## src/rtl/assert_macros.svh

```systemverilog
// Assertion macros shared by the RTL; clocked on clk_i, disabled in reset.
`ifndef ASSERT_MACROS_SVH
`define ASSERT_MACROS_SVH

`ifndef SYNTHESIS

// Property must hold at every clock edge out of reset.
`define UQPD_ASSERT(name, prop) \
  name: assert property (@(posedge clk_i) disable iff (!rst_ni) (prop)) \
    else $error("uqpd assertion failed");

// Condition must never be true at a clock edge out of reset.
`define UQPD_NEVER(name, cond) \
  name: assert property (@(posedge clk_i) disable iff (!rst_ni) !(cond)) \
    else $error("uqpd forbidden condition seen");

`else

`define UQPD_ASSERT(name, prop)
`define UQPD_NEVER(name, cond)

`endif

`endif

```

## src/rtl/uqpd_pkg.sv

```systemverilog
// Types, codes and helpers for the query pair decoder.
`timescale 1ns / 1ps

package uqpd_pkg;

  localparam int unsigned CapW = 9;

  // Result kinds
  localparam logic [1:0] KindKey     = 2'd0;
  localparam logic [1:0] KindValue   = 2'd1;
  localparam logic [1:0] KindPairEnd = 2'd2;

  // Pair status
  localparam logic [1:0] StatusOk        = 2'd0;
  localparam logic [1:0] StatusBadEscape = 2'd1;
  localparam logic [1:0] StatusTooLong   = 2'd2;

  // Escape phases
  localparam logic [1:0] EscNone = 2'd0;
  localparam logic [1:0] EscHigh = 2'd1;
  localparam logic [1:0] EscLow  = 2'd2;

  // Register indexes
  localparam logic CfgKeyCap   = 1'b0;
  localparam logic CfgValueCap = 1'b1;

  // Characters
  localparam logic [7:0] ChNul     = 8'h00;
  localparam logic [7:0] ChPercent = 8'h25;
  localparam logic [7:0] ChPlus    = 8'h2B;
  localparam logic [7:0] ChEquals  = 8'h3D;
  localparam logic [7:0] ChAmp     = 8'h26;
  localparam logic [7:0] ChSpace   = 8'h20;

  typedef struct packed {
    logic [1:0]      esc;
    logic            in_value;
    logic            pair_open;
    logic            value_seen;
    logic [3:0]      high_nibble;
    logic            hex_bad;
    logic [1:0]      err;
    logic [CapW-1:0] count;
  } state_t;

  typedef struct packed {
    logic       valid;
    logic [1:0] kind;
    logic [7:0] data;
    logic       has_value;
    logic [1:0] status;
  } res_t;

  // Bit 4 set: not a hex digit; else bits 3:0 hold its value.
  function automatic logic [4:0] hex_digit(input logic [7:0] c);
    logic [4:0] d;
    case (c) inside
      [8'h30:8'h39]: d = {1'b0, c[3:0]};
      [8'h61:8'h66],
      [8'h41:8'h46]: d = {1'b0, 4'(c[3:0] + 4'd9)};
      default:       d = 5'h10;
    endcase
    return d;
  endfunction

endpackage

```

## src/rtl/uqpd_step.sv

```systemverilog
// Per-byte decode step: next parse state and optional result beat.
`timescale 1ns / 1ps

module uqpd_step import uqpd_pkg::*; #(
  parameter int unsigned MAX_FIELD_LENGTH = 256
) (
  input  logic [7:0]      ch_i,
  input  logic [CapW-1:0] key_cap_i,
  input  logic [CapW-1:0] value_cap_i,
  input  state_t          state_i,
  output state_t          state_o,
  output res_t            res_o
);

  localparam logic [16:0] MaxLen = 17'(MAX_FIELD_LENGTH);

  logic [CapW-1:0] key_eff, value_eff, cap;
  logic [4:0]      dig;
  logic [7:0]      byte_v;
  logic            emit;
  state_t          nx;
  res_t            res;

  // capacity clamped to the field limit
  assign key_eff   = ({8'd0, key_cap_i} > MaxLen)   ? MaxLen[CapW-1:0] : key_cap_i;
  assign value_eff = ({8'd0, value_cap_i} > MaxLen) ? MaxLen[CapW-1:0] : value_cap_i;
  assign dig       = hex_digit(ch_i);

  always_comb begin
    nx     = state_i;
    res    = '0;
    emit   = 1'b0;
    byte_v = ch_i;
    cap    = nx.in_value ? value_eff : key_eff;

    if (ch_i == ChNul && !state_i.pair_open) begin
      nx.esc     = EscNone;
      nx.hex_bad = 1'b0;
    end else begin
      if (!nx.pair_open) begin
        nx.pair_open = 1'b1;
        if (key_eff == '0 && nx.err == StatusOk) nx.err = StatusTooLong;
      end

      if (ch_i == ChNul || ch_i == ChAmp) begin
        // pair end; an open escape counts as truncated
        if (nx.esc != EscNone && nx.err == StatusOk) nx.err = StatusBadEscape;
        res.valid     = 1'b1;
        res.kind      = KindPairEnd;
        res.has_value = nx.value_seen;
        res.status    = nx.err;
        nx            = '0;
      end else if (ch_i == ChEquals && !nx.in_value) begin
        if (nx.esc != EscNone && nx.err == StatusOk) nx.err = StatusBadEscape;
        nx.esc         = EscNone;
        nx.hex_bad     = 1'b0;
        nx.high_nibble = '0;
        nx.in_value    = 1'b1;
        nx.value_seen  = 1'b1;
        nx.count       = '0;
        if (value_eff == '0 && nx.err == StatusOk) nx.err = StatusTooLong;
      end else begin
        case (nx.esc)
          EscHigh: begin
            nx.high_nibble = dig[3:0];
            nx.hex_bad     = dig[4];
            nx.esc         = EscLow;
          end
          EscLow: begin
            nx.esc = EscNone;
            if (nx.hex_bad || dig[4]) begin
              nx.hex_bad = 1'b0;
              if (nx.err == StatusOk) nx.err = StatusBadEscape;
            end else begin
              byte_v = {nx.high_nibble, dig[3:0]};
              emit   = 1'b1;
            end
          end
          default: begin
            if (ch_i == ChPercent) begin
              nx.esc     = EscHigh;
              nx.hex_bad = 1'b0;
            end else begin
              byte_v = (ch_i == ChPlus) ? ChSpace : ch_i;
              emit   = 1'b1;
            end
          end
        endcase

        if (emit && nx.err == StatusOk) begin
          cap = nx.in_value ? value_eff : key_eff;
          if (({1'b0, nx.count} + 10'd1) >= {1'b0, cap}) begin
            nx.err = StatusTooLong;
          end else begin
            nx.count  = nx.count + 1'b1;
            res.valid = 1'b1;
            res.kind  = nx.in_value ? KindValue : KindKey;
            res.data  = byte_v;
          end
        end
      end
    end
  end

  assign state_o = nx;
  assign res_o   = res;

endmodule

```

## src/rtl/url_query_pair_decoder_unit.sv

```systemverilog
// Top level of the query pair decoder: handshakes, registers and checks.
`timescale 1ns / 1ps
`include "assert_macros.svh"

// Query string pair decoder.
// Input channel: one raw query byte per beat on ch_i (in_valid_i, in_stall_o);
// a zero byte ends the query. Output channel: one beat per decoded key or
// value byte, and one pair-end beat carrying has_value_o and status_o
// (out_valid_o, out_stall_i). Bytes that only move the parser (delimiters,
// escape digits, dropped bytes after an error) produce no output beat.
// Config: cfg_we_i writes cfg_data_i into key capacity (index 0) or value
// capacity (index 1); only write while no byte is in flight.
// Path: a byte is held in the input register, decoded by the single
// combinational step and its result lands in the output register.
// Throughput: one byte per cycle while the output is not stalled; the
// input register takes a new byte as its held byte moves on.
// Stall: a held output beat keeps the byte in the input register; the input
// register still takes a new byte whenever it empties the same cycle.
// Reset: parse state cleared, both capacities set to 256, channels empty.
module url_query_pair_decoder_unit import uqpd_pkg::*; #(
  parameter int unsigned MAX_FIELD_LENGTH = 256
) (
  input  logic            clk_i,
  input  logic            rst_ni,
  input  logic            in_valid_i,
  output logic            in_stall_o,
  input  logic [7:0]      ch_i,
  output logic            out_valid_o,
  input  logic            out_stall_i,
  output logic [1:0]      kind_o,
  output logic [7:0]      data_o,
  output logic            has_value_o,
  output logic [1:0]      status_o,
  input  logic            cfg_we_i,
  input  logic            cfg_idx_i,
  input  logic [CapW-1:0] cfg_data_i
);

  logic            in_valid_q;
  logic [7:0]      ch_q;
  logic            out_valid_q;
  res_t            res_q, res_d;
  state_t          st_q, st_d;
  logic [CapW-1:0] key_cap_q, value_cap_q;
  logic            advance;

  // Byte in the input register moves on when the output slot is free or draining
  assign advance    = in_valid_q && (!out_valid_q || !out_stall_i);
  assign in_stall_o = in_valid_q && !advance;

  // Config registers
  always_ff @(posedge clk_i or negedge rst_ni) begin
    if (!rst_ni) begin
      key_cap_q   <= CapW'(256);
      value_cap_q <= CapW'(256);
    end else if (cfg_we_i) begin
      case (cfg_idx_i)
        CfgKeyCap:   key_cap_q   <= cfg_data_i;
        CfgValueCap: value_cap_q <= cfg_data_i;
        default: ;
      endcase
    end
  end

  // Input register
  always_ff @(posedge clk_i or negedge rst_ni) begin
    if (!rst_ni) begin
      in_valid_q <= 1'b0;
    end else if (in_valid_i && !in_stall_o) begin
      in_valid_q <= 1'b1;
    end else if (advance) begin
      in_valid_q <= 1'b0;
    end
  end

  always_ff @(posedge clk_i) begin
    if (in_valid_i && !in_stall_o) begin
      ch_q <= ch_i;
    end
  end

  uqpd_step #(
    .MAX_FIELD_LENGTH(MAX_FIELD_LENGTH)
  ) u_step (
    .ch_i       (ch_q),
    .key_cap_i  (key_cap_q),
    .value_cap_i(value_cap_q),
    .state_i    (st_q),
    .state_o    (st_d),
    .res_o      (res_d)
  );

  // Parse state
  always_ff @(posedge clk_i or negedge rst_ni) begin
    if (!rst_ni) begin
      st_q <= '0;
    end else if (advance) begin
      st_q <= st_d;
    end
  end

  // Output register
  always_ff @(posedge clk_i or negedge rst_ni) begin
    if (!rst_ni) begin
      out_valid_q <= 1'b0;
    end else if (advance) begin
      out_valid_q <= res_d.valid;
    end else if (!out_stall_i) begin
      out_valid_q <= 1'b0;
    end
  end

  always_ff @(posedge clk_i) begin
    if (advance) begin
      res_q <= res_d;
    end
  end

  assign out_valid_o = out_valid_q;
  assign kind_o      = res_q.kind;
  assign data_o      = res_q.data;
  assign has_value_o = res_q.has_value;
  assign status_o    = res_q.status;

  // No field or error state survives outside an open pair
  `UQPD_NEVER(a_idle_clean, !st_q.pair_open && (st_q.in_value | (|st_q.err) | (|st_q.count)))
  // '=' sets both flags together, pair end clears both
  `UQPD_NEVER(a_value_flags, st_q.in_value != st_q.value_seen)
  // A bad first digit only lives while the second digit is awaited
  `UQPD_NEVER(a_hex_bad_phase, st_q.hex_bad && st_q.esc != EscLow)
  // A stalled output beat never lets the input register advance
  `UQPD_ASSERT(a_stall_holds, (out_valid_q && out_stall_i) |-> !advance)

endmodule
```

## config.mk

```make
export PLATFORM = sky130hd
export DESIGN_NAME = url_query_pair_decoder_unit
export DESIGN_NICKNAME = d
export VERILOG_FILES = /design/src/rtl/uqpd_pkg.sv /design/src/rtl/uqpd_step.sv /design/src/rtl/url_query_pair_decoder_unit.sv
export VERILOG_INCLUDE_DIRS = /design/src /design/src/rtl
export SDC_FILE = /design/constraint.sdc
export NUM_CORES = 1
export LEC_CHECK = 0
export BUFFER_PORTS_ARGS = -buffer_cell sky130_fd_sc_hd__buf_4
export CELL_PAD_IN_SITES_DETAIL_PLACEMENT = 0
export CELL_PAD_IN_SITES_GLOBAL_PLACEMENT = 1
export CORE_ASPECT_RATIO = 0.8
export CORE_UTILIZATION = 38
export DETAILED_ROUTE_END_ITERATION = 10
export GPL_ROUTABILITY_DRIVEN = 0
export GPL_TIMING_DRIVEN = 0
export PLACE_DENSITY_LB_ADDON = 0.1
export SYNTH_ARGS = -nofsm -noshare
export SYNTH_HDL_FRONTEND = slang
export SYNTH_HIERARCHICAL = 1
export SYNTH_SLANG_ARGS = --single-unit
```

## constraint.sdc

```tcl
create_clock -name clk_i -period 4.6 [get_ports clk_i]
set_input_delay 0.92 -clock clk_i [delete_from_list [all_inputs] [get_ports clk_i]]
set_output_delay 0.92 -clock clk_i [all_outputs]
set_load 0.03 [all_outputs]
```

Word level (Yosys, flattened, before mapping) --
Index checks and enable logic that the tools add are counted. Widths: inputs -> output; s select.
Storage, ports and cells: flip-flop bits (word level) 62, input port bits 23, output and inout bits 15, word-level logic and storage cells 145
Operators by class: add/subtract/negate cells 3, magnitude comparators 9, equality and inequality tests 9, multiplexer cells 57, bitwise logic cells 4, reduce and logical (&&, ||, !) cells 45
Operator list (number):
- $mux 11 | 4
- $mux 9 | 4
- $mux 2 | 17
- $eq 8x6->1 const B | 4
- $mux 8 | 4
- $gt 9x9->1 const B | 2
- $logic_not 9->1 | 2
- $mux 17 | 1
- $ge 8x7->1 const B | 2
- $le 8x7->1 const B | 2
- $mux 16 | 1
- $pmux 8 s2 | 1
- $mux 1 | 14
- $mux 14 | 1
- $logic_and 1x1->1 | 12
- $mux 3 | 4
- $add 9x1->10 const B | 1
- $ge 10x9->1 | 1
- $mux 5 | 2
- $add 9x1->9 const B | 1
- $reduce_and 3->1 | 3
- $ge 8x6->1 const B | 1
- $le 8x6->1 const B | 1
- $logic_not 2->1 | 4
- 20 further kinds | 38

Logic depth before layout (Yosys ltp) --
word-level depth 21, depth in mapped cells 12, depth with buffers taken out 11

Hierarchy --
Netlist, hierarchy kept.
Modules (own cells, without submodules):
- url_query_pair_decoder_unit | instances 1, cells an instance 112, area each 2184.6 um^2, seq. area each 1659.1 um^2
- uqpd_step | instances 1, cells an instance 245, area each 1564.0 um^2, seq. area each 0.0 um^2

Worst setup path before layout --
No wires, ideal clock.
kind register to register, start point register st_q[18] (netlist bit), end point register st_q[2] (netlist bit), arrival time 3.042 ns, data required time 4.475 ns, path slack 1.434 ns, stages on the path, launching flop included 13, path buffers 2, period minus slack after synthesis 3.166 ns, cell sequence dfrtp_1 -> clkbuf_1 -> buf_1 -> nand2_1 -> o32a_1 -> ha_1 -> a21o_1 -> a21oi_1 -> o21ai_0 -> a41o_1 -> or4_1 -> a32o_1 -> mux2_2
Between the ends: cells in the longest elaborated chain, start to end 4, elaborated cells on any way between the ends 9
Ends and longest elaborated chain:
- from (decl) | RTL line url_query_pair_decoder_unit.sv:43 | state_t st_q, st_d;
- from (signal assigned) | RTL line url_query_pair_decoder_unit.sv:98 | st_q <= st_d;
- $mux 9 or $logic_not 1->1 (tied branches) | RTL line uqpd_step.sv:91, uqpd_step.sv:53
- $ge 10x9->1 or $logic_and 1x1->1 (tied branches) | RTL line uqpd_step.sv:92, uqpd_step.sv:53
- $ne 3x1->1 (no line), or another cell as far along
- $reduce_and 4->1 (no line) or $mux 17 (tied branches)
Parallel ways exist; a longest one is shown, timed or not. A chain may end at the register's enable or synchronous reset.

Worst setup path in the final report --
start point register st_q[18] (netlist bit), end point register st_q[8] (netlist bit)
Same word-level chain as after synthesis.

==> results.py <==
metrics = {
    "detailed_routing": {
        "first_pass_iters": 4,
        "viasPerCell": 5.51,
        "routed_wl_mm": 9.10,
        "drc": 0,
        "drt_iter0_markers": 189,
        "ant_nets": 0,
        "vias": 2913,
        "wl_per_cell_um": 17.2,
    },
    "worst_hold_path": {
        "hold_path.class": "reg2reg",
        "holdCritStartpoint": "st_q[16]",
        "hold_end": "st_q[16]",
        "hold_depth": 1,
    },
    "yosys": {
        "synth_ff_type": "dfrtp_1",
        "ys_seq_elements": 62,
        "yosys_warnings": 6,
        "synth_cell_types": 61,
        "synth_commonest_cells": "dfrtp_1 (39), mux2_2 (39), nand2_1 (39), a21oi_1 (21), edfxtp_1 (21)",
        "synth-edff-count": 21,
        "netlist_area_mm2": 0.00375,
        "synth_top_area_share_pct": 26.0,
        "yosysTopAreaCell": "dfrtp_1",
        "ys_seq_area_share_pct": 44.3,
        "netlist_instances": 357,
        "synth_area_per_cell_um2": 10.5,
        "async_flop_share_pct": 66.1,
        "synthTopCellsByArea": "dfrtp_1 (26%), edfxtp_1 (17%), mux2_2 (12%), ha_1 (5.7%), nand2_1 (3.9%)",
        "syn_nets": 397,
    },
    "grt": {
        "grt_max_degree": 42,
        "grt_antenna_before_repair": 0,
        "grt_pass1_vias": 2756,
        "grt_first_pass_wirelength_mm": 15.1,
        "grtUsageTotal_pct": 19.3,
        "overflow": 0,
    },
    "power": {
        "comb_power_share_pct": 41.7,
        "ir_drop_uv": 227,
        "leakage_nw": 1.87,
        "internal_power_w": 0.00164,
        "power.switching_w": 0.00105,
        "sw_frac_of_total_pct": 38.9,
        "cellPowerDensity_mw_per_mm2": 598,
        "p_clk_share_pct": 26.5,
        "seqPwrFrac_pct": 31.8,
    },
    "clock_network": {
        "cts_tree": "done",
        "cts_buffers": 9,
        "clockBufferDepth": 2,
        "cts_resized": 0,
        "path_clk_slew_ns": 0.06,
        "htreeDepth": 3,
        "postCtsSetupBuffers": 0,
        "hold_buffers": 0,
        "cts.sinks": 62,
        "clock_latency_ns": 0.33,
        "clockRootBuffer": "clkbuf_16",
    },
    "critical_path": {
        "critPathKind": "reg2reg",
        "cp_slowest_cell": "a41oi_1",
        "rr_startpoint": "st_q[18]",
        "cp_cell_sequence": "clkbuf_1, buf_1, nand2_1, o32ai_1, ha_1, nand2b_1, a21oi_1, o221ai_1, a41oi_1, nand4_1, a32o_1, mux2_2",
        "cp.required_ns": 4.81,
        "worstPathMaxFanout": 10,
        "critPathMaxStageDelay_ns": 0.58,
        "reg2reg_to": "st_q[8]",
        "r2r_cells": 12,
        "arrival_ns": 4.04,
        "crit_buf_inv": 2,
        "reg2reg_setup_slack_ns": 0.77,
        "endpoint_kind": "flip-flop",
        "startpoint_type": "flip-flop",
        "critPathTopFamily": "compound AO/OA/AOI/OAI gates",
    },
    "sta": {
        "tightest_slew_ns": 0.847,
        "max_slew_margin_pct": 43.4,
        "post-route-period-util_pct": 83.2,
        "hold_violations": 0,
        "max_freq_mhz": 261,
        "finalCriticalPeriod_ns": 3.83,
        "finalSetupTns_ns": 0,
        "clock_skew_ns": 0.00456,
        "worst_slack_ns": 0.771,
        "setup_viol": 0,
        "report.final.slew_viol_count": 0,
        "rsz0062_at_grt": "false",
    },
    "cells_and_area": {
        "num-nets-final": 445,
        "synthToLayoutAreaGrowth_pct": 20.0,
        "drive_gt1_share_pct": 27.8,
        "antenna_cells": 0,
    },
    "die": {
        "row_count": 32,
        "fp.coreArea_mm2": 0.00961,
        "ioPinCount": 38,
        "initial_core_util_pct": 39.0,
        "design.die.area_mm2": 0.0103,
        "die_y_um": 90.8,
        "die_w_um": 113,
    },
    "place": {
        "port-buffer-count": 37,
        "dpl_worst_slack_ns": 0.752,
        "hpwl_mm": 6.51,
    },
    "flow_run": {
        "drv_cap": 0,
    },
    "status": {
        "status": "finished, final reports clean",
    },
}
cells in the final DEF (no fill, tap or decap), types with 2 or more instances in the layout:
cell / count
clkinvlp_4: 2
buf_6: 4
buf_4: 38
o21ai_0: 15
or4_1: 2
nand3_1: 11
and2_2: 2
xor2_1: 2
xnor2_1: 5
nand2_1: 39
dfstp_2: 2
clkbuf_16: 10
nand2b_1: 5
dfrtp_1: 39
edfxtp_1: 21
a22o_1: 4
nor2b_1: 3
nor3b_1: 2
ha_1: 17
or3_1: 2
o32a_1: 7
nor2_1: 18
and2_1: 5
a211oi_1: 2
buf_1: 2
mux2i_1: 2
inv_1: 18
nand4_1: 10
a31oi_1: 2
a21oi_1: 21
o211ai_1: 2
nor3_1: 5
nand3b_1: 3
clkbuf_1: 4
a32o_1: 5
mux2_2: 39
nor4_1: 9
layer usage:
layer | share of wire (%) | vias to the layer above | routed length, um | track usage [%]
li1 | - | 1431 | - | -
met1 | 55 | 1399 | 4990 | 30.0
met2 | 41 | 74 | 3690 | 25.8
met3 | 3.6 | 9 | 328 | 3.89
met4 | 1.0 | 0 | 92 | 6.58
met5 | 0 | - | 0 | 0
logic make-up (layout without fill, tap and decap cells):
kind of cell    Yosys count  count (layout)  synth area share (%)
compound gates           74              74                  14.7
xor+xnor                  7               7                  1.64
fa+ha+maj                17              17                  5.67
buf+inv                  30              83                  3.94
flops                    62              62                  44.3
mux                      41              41                  12.2
simple gates            126             126                  17.5
how the worst max path moves through the flow:
stage                     startpoint      end  depth (start not counted)
after detailed placement    st_q[18]  st_q[8]                         12
after global routing        st_q[18]  st_q[8]                         12
after floorplan             st_q[18]  st_q[2]                         12
final                       st_q[18]  st_q[8]                         12
after CTS                   st_q[18]  st_q[8]                         12
after global placement      st_q[18]  st_q[4]                         12
layout make-up:
class	instances	area (um2)
sequential	62	1660
buffer	12	80.1
clock inverter	6	67.6
timing repair buffer	37	278
clock buffer	10	250
inverter	18	67.6
multi-input combinational	265	1950
tap	119	149
fill	934	5110
power groups by stage:
stage / Combinational (W) / Clock, W / Sequential [W]
floorplan: 0.000701 / 0 / 0.000929
finish: 0.00112 / 0.000714 / 0.000855
global route: 0.00124 / 0.000750 / 0.000877
CTS: 0.00111 / 0.000735 / 0.000856
global placement: 0.00111 / 0 / 0.000861
detailed placement: 0.00111 / 0 / 0.000865
metrics by stage:
step / instance area, um2 / cells / power [W] / hold WS, ns / util, %
floorplan: 3750 / 357 / 0.00163 / 0.488 / -
global placement: 4180 / 513 / 0.00197 / 0.512 / 43.5
detailed placement: 4180 / 513 / 0.00198 / 0.519 / 43.5
CTS: 4490 / 529 / 0.00271 / 0.531 / 46.8
global route: 4500 / 529 / 0.00286 / 0.550 / 46.8
finish: 4500 / 529 / 0.00269 / 0.534 / 46.8
state kept, by name, summed over array words and instances, names as in the netlist:
register / flops
kind_o: 2
has_value_o: 1
ch_q: 8
status_o: 2
data_o: 8
out_valid_o: 1
key_cap_q: 9
in_valid_q: 1
value_cap_q: 9
st_q: 21
worst register-to-register path, cell delays in order (launching register included):
cell and delay (ns):
dfrtp_1 0.37, clkbuf_1 0.38, buf_1 0.44, nand2_1 0.10, o32ai_1 0.15, ha_1 0.28, nand2b_1 0.13, a21oi_1 0.15
o221ai_1 0.17, a41oi_1 0.58, nand4_1 0.35, a32o_1 0.35, mux2_2 0.26
No activity file was read; power rests on OpenSTA's default activity.
